$ cat src/gf14_pkg.sv
// Shared constants for the GF(2^m) multiply / power / trace unit.
// Used by every module in src; no dependencies.
package gf14_pkg;

	localparam int FIELD_DEGREE_DEF = 14;
	localparam int EXP_W            = 32;
	localparam int FUNC_W           = 2;

	localparam logic [31:0] MODULUS_RESET = 32'h0000_4021;

	localparam logic [FUNC_W-1:0] FUNC_MUL   = 2'd0;
	localparam logic [FUNC_W-1:0] FUNC_POW   = 2'd1;
	localparam logic [FUNC_W-1:0] FUNC_TRACE = 2'd2;

endpackage

$ cat src/gf14_redtab.sv
// Reduction table: rows hold x^(m+i) mod p for i = 0 .. m-2.
// Rebuilt by a sweep after reset and after each modulus write. Uses gf14_pkg.
module gf14_redtab #(
	parameter int FIELD_DEGREE = gf14_pkg::FIELD_DEGREE_DEF
) (
	input  logic                                      clk,
	input  logic                                      arst_n,
	input  logic                                      cfg_we,
	input  logic [FIELD_DEGREE:0]                     cfg_data,
	output logic [FIELD_DEGREE-2:0][FIELD_DEGREE-1:0] tab_rows,
	output logic                                      busy
);
	import gf14_pkg::*;

	localparam int D     = FIELD_DEGREE;
	localparam int CNT_W = $clog2(D);

	logic [D-1:0]            poly_q;
	logic [D-1:0]            cur_q;
	logic [CNT_W-1:0]        cnt_q;
	logic [D-2:0][D-1:0]     rows_q;
	logic [D-1:0]            cur_next;

	assign cur_next = {cur_q[D-2:0], 1'b0} ^ (cur_q[D-1] ? poly_q : '0);
	assign busy     = (cnt_q != '0);
	assign tab_rows = rows_q;

	always_ff @(posedge clk or negedge arst_n) begin
		if (!arst_n) begin
			poly_q <= MODULUS_RESET[D-1:0];
			cur_q  <= MODULUS_RESET[D-1:0];
			cnt_q  <= CNT_W'(D - 1);
		end else if (cfg_we) begin
			poly_q <= cfg_data[D-1:0];
			cur_q  <= cfg_data[D-1:0];
			cnt_q  <= CNT_W'(D - 1);
		end else if (cnt_q != '0) begin
			cur_q <= cur_next;
			cnt_q <= cnt_q - 1'b1;
		end
	end

	// shift rows down so the first computed row lands in row 0
	always_ff @(posedge clk) begin
		if (cnt_q != '0) begin
			for (int j = 0; j < D - 2; j++) begin
				rows_q[j] <= rows_q[j+1];
			end
			rows_q[D-2] <= cur_q;
		end
	end

endmodule

$ cat src/gf14_mul.sv
// Shared combinational GF(2^m) multiplier: carryless product, then table reduction.
// Takes the reduction rows from gf14_redtab. Uses gf14_pkg.
module gf14_mul #(
	parameter int FIELD_DEGREE = gf14_pkg::FIELD_DEGREE_DEF
) (
	input  logic [FIELD_DEGREE-1:0]                   x,
	input  logic [FIELD_DEGREE-1:0]                   y,
	input  logic [FIELD_DEGREE-2:0][FIELD_DEGREE-1:0] tab_rows,
	output logic [FIELD_DEGREE-1:0]                   p
);
	import gf14_pkg::*;

	localparam int D  = FIELD_DEGREE;
	localparam int PW = 2 * D - 1;

	logic [PW-1:0] prod;
	logic [D-1:0]  red;

	always_comb begin
		prod = '0;
		for (int i = 0; i < D; i++) begin
			prod = prod ^ (y[i] ? (PW'(x) << i) : '0);
		end
		red = prod[D-1:0];
		for (int i = 0; i < D - 1; i++) begin
			red = red ^ (prod[D+i] ? tab_rows[i] : '0);
		end
	end

	assign p = red;

endmodule

$ cat src/gf2_14_mul_pow_trace_unit.sv
// Top level: sequencer around one shared GF(2^m) multiplier for multiply, power and trace.
// Instantiates gf14_redtab and gf14_mul. Uses gf14_pkg.
//
//  channel  signals                                        direction
//  in       in_valid, in_stall, func, operand_a/b, exponent  item in
//  out      out_valid, out_stall, result, trace_error        result out
//  cfg      cfg_valid, cfg_ready, modulus_poly               register write
//
// Multiply passes through S_MUL, trace repeats S_TRC to sum the repeated squares, and power
// walks the exponent bits up to the highest set one in S_POW, with S_POW_SQ after each set bit.
// Reset and every modulus write start a table sweep; in_stall is high meanwhile.
// The result register frees the sequencer: a new item is taken while a result waits.
// A finished item waits in its last state while out_stall holds the previous result.
module gf2_14_mul_pow_trace_unit #(
	parameter int FIELD_DEGREE = gf14_pkg::FIELD_DEGREE_DEF
) (
	input  logic                        clk,
	input  logic                        arst_n,
	input  logic                        cfg_valid,
	output logic                        cfg_ready,
	input  logic [FIELD_DEGREE:0]       modulus_poly,
	input  logic                        in_valid,
	output logic                        in_stall,
	input  logic [gf14_pkg::FUNC_W-1:0] func,
	input  logic [FIELD_DEGREE-1:0]     operand_a,
	input  logic [FIELD_DEGREE-1:0]     operand_b,
	input  logic [gf14_pkg::EXP_W-1:0]  exponent,
	output logic                        out_valid,
	input  logic                        out_stall,
	output logic [FIELD_DEGREE-1:0]     result,
	output logic                        trace_error
);
	import gf14_pkg::*;

	localparam int D     = FIELD_DEGREE;
	localparam int CNT_W = $clog2(D);

	typedef enum logic [2:0] {
		S_IDLE,
		S_MUL,
		S_POW,
		S_POW_SQ,
		S_TRC,
		S_DONE
	} state_t;

	state_t              state_q;
	logic [D-1:0]        a_q;
	logic [D-1:0]        b_q;
	logic [D-1:0]        acc_q;
	logic [EXP_W-1:0]    exp_q;
	logic [CNT_W-1:0]    cnt_q;
	logic                trc_q;
	logic                out_valid_q;
	logic [D-1:0]        result_q;
	logic                trace_error_q;

	logic                tab_busy;
	logic [D-2:0][D-1:0] tab_rows;
	logic [D-1:0]        mx;
	logic [D-1:0]        my;
	logic [D-1:0]        mp;
	logic                in_take;
	logic                out_free;

	assign cfg_ready   = 1'b1;
	assign in_stall    = (state_q != S_IDLE) || tab_busy;
	assign in_take     = in_valid && !in_stall;
	assign out_free    = !out_valid_q || !out_stall;
	assign out_valid   = out_valid_q;
	assign result      = result_q;
	assign trace_error = trace_error_q;

	gf14_redtab #(.FIELD_DEGREE(FIELD_DEGREE)) u_redtab (
		.clk      (clk),
		.arst_n   (arst_n),
		.cfg_we   (cfg_valid && cfg_ready),
		.cfg_data (modulus_poly),
		.tab_rows (tab_rows),
		.busy     (tab_busy)
	);

	always_comb begin
		mx = a_q;
		my = a_q;
		case (state_q)
			S_MUL: begin
				mx = a_q;
				my = b_q;
			end
			S_POW: begin
				mx = exp_q[0] ? acc_q : a_q;
				my = a_q;
			end
			default: begin
				mx = a_q;
				my = a_q;
			end
		endcase
	end

	gf14_mul #(.FIELD_DEGREE(FIELD_DEGREE)) u_mul (
		.x        (mx),
		.y        (my),
		.tab_rows (tab_rows),
		.p        (mp)
	);

	always_ff @(posedge clk or negedge arst_n) begin
		if (!arst_n) begin
			state_q       <= S_IDLE;
			out_valid_q   <= 1'b0;
			trc_q         <= 1'b0;
			a_q           <= '0;
			b_q           <= '0;
			acc_q         <= '0;
			exp_q         <= '0;
			cnt_q         <= '0;
			result_q      <= '0;
			trace_error_q <= 1'b0;
		end else begin
			if ((state_q == S_DONE) && out_free) begin
				out_valid_q <= 1'b1;
			end else if (out_valid_q && !out_stall) begin
				out_valid_q <= 1'b0;
			end
			case (state_q)
				S_IDLE: begin
					if (in_take) begin
						a_q   <= operand_a;
						b_q   <= operand_b;
						exp_q <= exponent;
						cnt_q <= CNT_W'(D - 1);
						trc_q <= (func == FUNC_TRACE);
						case (func)
							FUNC_MUL: begin
								state_q <= S_MUL;
							end
							FUNC_POW: begin
								acc_q   <= D'(1);
								state_q <= S_POW;
							end
							FUNC_TRACE: begin
								acc_q   <= '0;
								state_q <= S_TRC;
							end
							default: begin
								acc_q   <= '0;
								state_q <= S_DONE;
							end
						endcase
					end
				end
				S_MUL: begin
					acc_q   <= mp;
					state_q <= S_DONE;
				end
				S_POW: begin
					if (exp_q == '0) begin
						state_q <= S_DONE;
					end else if (exp_q[0]) begin
						acc_q   <= mp;
						exp_q   <= {1'b0, exp_q[EXP_W-1:1]};
						state_q <= S_POW_SQ;
					end else begin
						a_q   <= mp;
						exp_q <= {1'b0, exp_q[EXP_W-1:1]};
					end
				end
				S_POW_SQ: begin
					a_q     <= mp;
					state_q <= S_POW;
				end
				S_TRC: begin
					acc_q <= acc_q ^ a_q;
					a_q   <= mp;
					if (cnt_q == '0) begin
						state_q <= S_DONE;
					end else begin
						cnt_q <= cnt_q - 1'b1;
					end
				end
				S_DONE: begin
					if (out_free) begin
						result_q      <= acc_q;
						trace_error_q <= trc_q && (acc_q[D-1:1] != '0);
						state_q       <= S_IDLE;
					end
				end
				default: begin
					state_q <= S_IDLE;
				end
			endcase
		end
	end

`ifndef SYNTH
	a_sweep_blocks_input: assert property (@(posedge clk) disable iff (!arst_n)
		tab_busy |-> in_stall)
		else $error("item accepted during reduction table sweep");

	a_busy_after_take: assert property (@(posedge clk) disable iff (!arst_n)
		in_take |=> in_stall)
		else $error("sequencer ready again right after taking an item");

	a_error_means_wide_sum: assert property (@(posedge clk) disable iff (!arst_n)
		out_valid && trace_error |-> (result[D-1:1] != '0))
		else $error("trace error flagged on a prime-field sum");
`endif

endmodule

$ cat config.mk
export PLATFORM = sky130hd
export DESIGN_NAME = gf2_14_mul_pow_trace_unit
export DESIGN_NICKNAME = d
export VERILOG_FILES = /design/src/gf14_pkg.sv /design/src/gf14_redtab.sv /design/src/gf14_mul.sv /design/src/gf2_14_mul_pow_trace_unit.sv
export SDC_FILE = /design/constraint.sdc
export NUM_CORES = 1
export LEC_CHECK = 0
export BUFFER_PORTS_ARGS = -buffer_cell sky130_fd_sc_hd__buf_2
export CAP_MARGIN = 20
export CORE_ASPECT_RATIO = 0.8
export CORE_MARGIN = 5
export CORE_UTILIZATION = 40
export CTS_CLUSTER_DIAMETER = 100
export DETAILED_ROUTE_END_ITERATION = 12
export PLACE_DENSITY_LB_ADDON = 0.05
export SYNTH_ARGS = -nofsm -noshare
export SYNTH_HDL_FRONTEND = slang
export SYNTH_SLANG_ARGS = --single-unit
$ cat constraint.sdc
create_clock -name clk -period 6.8 [get_ports clk]
set_input_delay 0.68 -clock clk [delete_from_list [all_inputs] [get_ports clk]]
set_output_delay 0.68 -clock clk [all_outputs]
set_load 0.05 [all_outputs]
* Yosys cells after proc, flatten, opt, wreduce, memory -nomap -nowiden
Cells that the tools add are included. Widths: inputs -> output; s select.
Storage, ports and cells: flip-flop bits (word level) 312
Operators by class: add/subtract/negate cells 2, eq/ne operators 16, muxes and demuxes 59, bitwise gates (word level) 28, reduce and logical (&&, ||, !) cells 30
Operator list (number):
- $mux 14 | 26
- $xor 27x27->27 | 13
- $xor 14x14->14 | 15
- $mux 32 | 2
- $pmux 32 s2 | 1
- $pmux 14 s4 | 1
- $pmux 14 s3 | 1
- $logic_not 32->1 | 1
- $pmux 14 s2 | 1
- $mux 27 | 1
- $mux 26 | 1
- $mux 25 | 1
- $mux 24 | 1
- $mux 23 | 1
- $mux 22 | 1
- $mux 21 | 1
- $mux 20 | 1
- $mux 19 | 1
- $mux 18 | 1
- $pmux 3 s6 | 1
- $mux 17 | 1
- $mux 16 | 1
- $mux 4 | 4
- $ne 2x2->1 const B | 8
- other kinds (27) | 49

* Logic depth before layout (Yosys ltp)
word-level depth 33, gate-level depth with buffers 17

* Modules after synthesis
A second synthesis with hierarchy kept.
Unflattened totals: cell total of the unflattened synthesis 1621, area total of the unflattened synthesis 17300.3 um^2
Modules (own cells, without submodules):
- gf14_redtab | times used 1, cells an instance 336, area an instance 7069.3 um^2
- gf2_14_mul_pow_trace_unit | times used 1, cells an instance 548, area an instance 5311.3 um^2
- gf14_mul | times used 1, cells an instance 737, area an instance 4919.7 um^2

* Worst setup path before layout
OpenSTA, ideal clock, no wires.
path type flip-flop to flip-flop, start point register u_redtab.cnt_q[0], end point register a_q[3], library setup time 77 ps, arrival time 6308 ps, setup slack 415 ps, cell stages (with the launch flop) 15, path buffers 3, clock period less this slack 6385 ps, path through dfstp_2 inv_1 ha_1 nor2b_1 nor2b_1 clkbuf_1 inv_1 nor3_1 nand2_1 a21oi_1 a31oi_1 clkbuf_1 clkbuf_1 nand2_1 o21ai_1
Between the ends: word-level cells in the longest chain between the ends 6
RTL lines:
- start: declaration | RTL line gf14_redtab.sv:20 | logic [CNT_W-1:0] cnt_q;
- start signal: assignment | RTL line gf14_redtab.sv:32 | cnt_q <= CNT_W'(D - 1);
- start signal: assignment | RTL line gf14_redtab.sv:36 | cnt_q <= CNT_W'(D - 1);
- start signal: assignment | RTL line gf14_redtab.sv:39 | cnt_q <= cnt_q - 1'b1;
- $reduce_bool 4->1 | RTL line gf14_redtab.sv:25 | assign busy = (cnt_q != '0);
- net tab_busy | RTL line gf2_14_mul_pow_trace_unit.sv:58 | logic tab_busy;
- $logic_or 1x1->1 | RTL line gf2_14_mul_pow_trace_unit.sv:67 | assign in_stall = (state_q != S_IDLE) || tab_busy;
- $logic_not 1->1 | RTL line gf2_14_mul_pow_trace_unit.sv:68 | assign in_take = in_valid && !in_stall;
- $logic_and 1x1->1 | RTL line gf2_14_mul_pow_trace_unit.sv:68
- $ne 2x2->1 (no source line)
- $reduce_and 4->1 (no source line)
- end signal: assignment | RTL line gf2_14_mul_pow_trace_unit.sv:130 | a_q <= operand_a;
- end signal: assignment | RTL line gf2_14_mul_pow_trace_unit.sv:166 | a_q <= mp;
- end signal: assignment | RTL line gf2_14_mul_pow_trace_unit.sv:171 | a_q <= mp;
- end: declaration | RTL line gf2_14_mul_pow_trace_unit.sv:48 | logic [D-1:0] a_q;
The timed path passes the listed nets, and every way through them passes these cells. A chain may end at the register's enable or synchronous reset.

* Worst setup path in the final report
start point register state_q[2], end point register a_q[13]
Between the ends: word-level cells in the longest chain between the ends 33, elaborated cells between the ends (all ways) 73, classes of those cells eq/ne (7); mux (32); bitwise (26); reduce/logical (8)
RTL lines:
- start: declaration | RTL line gf2_14_mul_pow_trace_unit.sv:47 | state_t state_q;
- start signal: assignment | RTL line gf2_14_mul_pow_trace_unit.sv:111 | state_q <= S_IDLE;
- start signal: assignment | RTL line gf2_14_mul_pow_trace_unit.sv:137 | state_q <= S_MUL;
- start signal: assignment | RTL line gf2_14_mul_pow_trace_unit.sv:141 | state_q <= S_POW;
- $eq 3x2->1 or $eq 3x1->1 (tied branches) | RTL line gf2_14_mul_pow_trace_unit.sv:86, gf2_14_mul_pow_trace_unit.sv:127
- $mux 14 | RTL line gf2_14_mul_pow_trace_unit.sv:86 | case (state_q)
- $mux 15 | RTL line gf14_mul.sv:22 | prod = prod ^ (y[i] ? (PW'(x) << i) : '0);
- $xor 27x27->27 (13 in a row) | RTL line gf14_mul.sv:22
- $mux 14 | RTL line gf14_mul.sv:26 | red = red ^ (prod[D+i] ? tab_rows[i] : '0);
- $xor 14x14->14 (13 in a row) | RTL line gf14_mul.sv:26
- $mux 14 | RTL line gf2_14_mul_pow_trace_unit.sv:161 | end else if (exp_q[0]) begin
- $mux 14 | RTL line gf2_14_mul_pow_trace_unit.sv:159 | if (exp_q == '0) begin
- $pmux 14 s3 | RTL line gf2_14_mul_pow_trace_unit.sv:127 | case (state_q)
Several ways; a longest one is shown, not always the timed one. The select of a mux whose other input is x is not followed.

==> metrics.cfg <==
[timing]
min_period_ns=5.61
max_freq_ghz=0.178
min_period_over_period_pct=82.4
rsz0062_at_grt=no
finalHoldViolations=0
setup_violations=0
fin_ws_ns=1.19
slew_headroom_pct=24.3
finClkSkew_ns=0.0133
slew_viol_final=0
worst_pin_slew_ns=1.10
tns_ns=0

[clocking]
cts_made_buffers=36
cts_root_buf=clkbuf_16
cts_tree=built
cts.path.max_buffers=3
clock_sinks=312
cts_hold_buf=0
insertion_delay_ns=0.53
clkTransAtPathRegs_ns=0.06
cts_resized=0
cts_max_level=2
postCtsSetupBuffers=0

[logic_synthesis]
synth-edff-count=182
synth_ff_type=edfxtp_1
synth_cell_types=61
synth_seq_cells=312
syn_area_per_cell_um2=10.6
synth.cell_area_um2=17100
ys_seq_area_share_pct=51.2
async_flop_share_pct=41.7
syn_nets=1701
postSynthCellCount=1611
netlist_top_cells_area=edfxtp_1, dfrtp_1, xnor2_1, nand2_1, nor2_1
synth_top_area_share_pct=32.0
yosysTopAreaCell=edfxtp_1
yosys_warnings=0

[floorplan]
die_w_um=241
rows=67
die_h_um=195
core_area_um2=42000
start_util_pct=40.6
io_pins=100
die_area_um2=46900

[drt]
drt-wirelength-per-cell_um=19.6
dr_wl_met3_um=2410
drt_iter0_markers=882
drtAntennaViolNets=0
wl_met1_um=22800
dr.pass1.iters=5
avgViaCountPerCell=4.98
wirelength_um=45000
drt_drc_violations_left=0
routed.top_layer=met4
met2_length_um=19100
vias=11419

[setup_path]
r2r-start=state_q[2]$_DFFE_PN0P_
cp.required_ns=7.19
cp_max_fo=17
crit_type=flop to flop
critPathLaunchType=flop
crit_path_end_kind=flop
r2r-end=a_q[13]$_DFFE_PN0P_
worst-r2r-cell-count=13
arrival_ns=6.00
reg2reg_setup_slack_ns=1.19

[global_route]
grtUsageTotal_pct=18.9
antenna_found_initial=0
grt_max_degree=115
grt_overflow=0
grt_first_pass_wirelength_um=68600
grt_pass1_vias=11215

[final_layout]
area_growth_pct=13.6
num-fill-cells=3977
nets=1803
antenna_cells=0
drive_gt1_share_pct=14.5

[placed_design]
preCtsSetupSlack_ns=1.11
portBuffers=97
hpwl_um=30300
gp_congestion=0.814

[outcome]
status=complete, no violations

[min_path]
hp-class=input pin to asynchronous set/reset pin

[run]
max-cap-violations=0

==> synthesized netlist by cell type, drive strengths merged (2+ instances only) <==
library cell,instances
nand4,3
nor3b,10
dfrtp,123
xnor2,221
nor4,11
a21oi,67
o211ai,3
a211o,4
a21o,2
inv,31
a211oi,9
o21bai,2
edfxtp,182
o31ai,2
o221ai,2
nand3,7
xnor3,35
o311ai,3
o21ai,79
and3,3
nor3,10
dfstp,7
mux2,22
o22ai,2
or2,3
clkbuf,39
mux2i,71
nor2b,3
xor2,66
o211a,4
nor2,248
buf,44
ha,8
nand2,273
==> through the flow <==
stage               utilization (%)  instance area [um2]  cells  hold slack, ns
CTS                            46.1                19400   2292           0.142
floorplan                         -                17100   1611           0.384
detailed placement             43.4                18200   2226           0.432
finish                         46.1                19400   2293           0.130
global placement               43.4                18200   2225           0.427
global route                   46.1                19400   2293           0.176
==> state kept, by name (all words and copies together), names as in the netlist <==
signal	count
state_q	3
b_q	14
result	14
u_redtab.tab_rows	182
exp_q	32
trace_error	1
acc_q	14
trc_q	1
u_redtab.poly_q	14
out_valid	1
u_redtab.cnt_q	4
u_redtab.cur_q	14
cnt_q	4
a_q	14
==> layout by cell type, fill, tap and decap left out, types with 3 or more instances in the layout <==
cell type and count:
clkbuf_1 11, buf_4 48, nor3b_1 9, clkbuf_16 38, a211oi_1 5, nor3_1 9
a211oi_2 4, o21ai_1 20, edfxtp_1 182, and3_1 3, nand2_2 5, mux2i_2 3
a21oi_1 67, clkinv_1 3, nand3_1 7, o211ai_1 3, ha_1 8, inv_1 30
mux2i_1 68, xnor3_1 35, nor2_1 246, a211o_1 4, o211a_1 4, nand2_1 268
nor4_1 11, xor2_1 66, clkinv_2 7, nand4_1 3, dfstp_2 7, xnor2_1 218
mux2_2 20, xnor2_2 3, buf_2 96, o21ai_0 58, dfrtp_1 123, clkbuf_8 3
==> area by class of cell <==
class / count / area [um2] / area share, %
clock inverters: 14 / 100 / 0.516
flip-flops and latches: 312 / 8730 / 45.0
repair buffers: 147 / 883 / 4.56
multi-input cells: 1185 / 7820 / 40.4
clock buffers: 52 / 1030 / 5.33
inverters: 31 / 124 / 0.639
well taps: 552 / 691 / 3.56
==> cell families after synthesis <==
logic type,share of synthesized area [%]
buffers and inverters,3.18
muxes,5.64
other,0.0220
DFF,51.2
adders and majority gates,0.587
xor gates and xnor gates,19.5
AOI/OAI and AO/OA,6.29
and+or+nand+nor,13.6
==> how the worst max path moves through the flow <==
stage | from | end | depth (start not counted) | slack [ns]
4_1_cts | state_q[2]$_DFFE_PN0P_ | a_q[1]$_DFFE_PN0P_ | 13 | 1.10
2_1_floorplan | u_redtab.cnt_q[0]$_DFFE_PN1P_ | a_q[3]$_DFFE_PN0P_ | 14 | 0.42
6_report | state_q[2]$_DFFE_PN0P_ | a_q[13]$_DFFE_PN0P_ | 13 | 1.19
3_5_place_dp | state_q[2]$_DFFE_PN0P_ | a_q[1]$_DFFE_PN0P_ | 13 | 1.11
5_1_grt | state_q[2]$_DFFE_PN0P_ | a_q[1]$_DFFE_PN0P_ | 13 | 0.92
3_3_place_gp | state_q[2]$_DFFE_PN0P_ | a_q[13]$_DFFE_PN0P_ | 13 | 1.26
==> layer usage <==
| metal | up-vias | GRT usage, % |
|---|---|---|
| li1 | 5585 | - |
| met1 | 5546 | 30.3 |
| met2 | 242 | 26.8 |
| met3 | 46 | 3.42 |
| met4 | 0 | 3.63 |
| met5 | - | 0 |
==> critical path, stage by stage, from the launching register on <==
cell and delay [ns]:
dfrtp_1 0.62, nor4bb_4 0.86, buf_4 0.30, mux2i_1 0.81, nor2_1 0.15, xnor2_1 0.24
xnor2_1 0.09, xnor3_1 0.91, nand2_1 0.15, xnor2_1 0.24, xnor2_1 0.14, xnor3_1 0.45
xnor2_1 0.35, a221oi_1 0.13
Power is left out: the tool's default activity adds up to more than one toggle a clock period on the data nets, which glitch-free logic cannot reach.
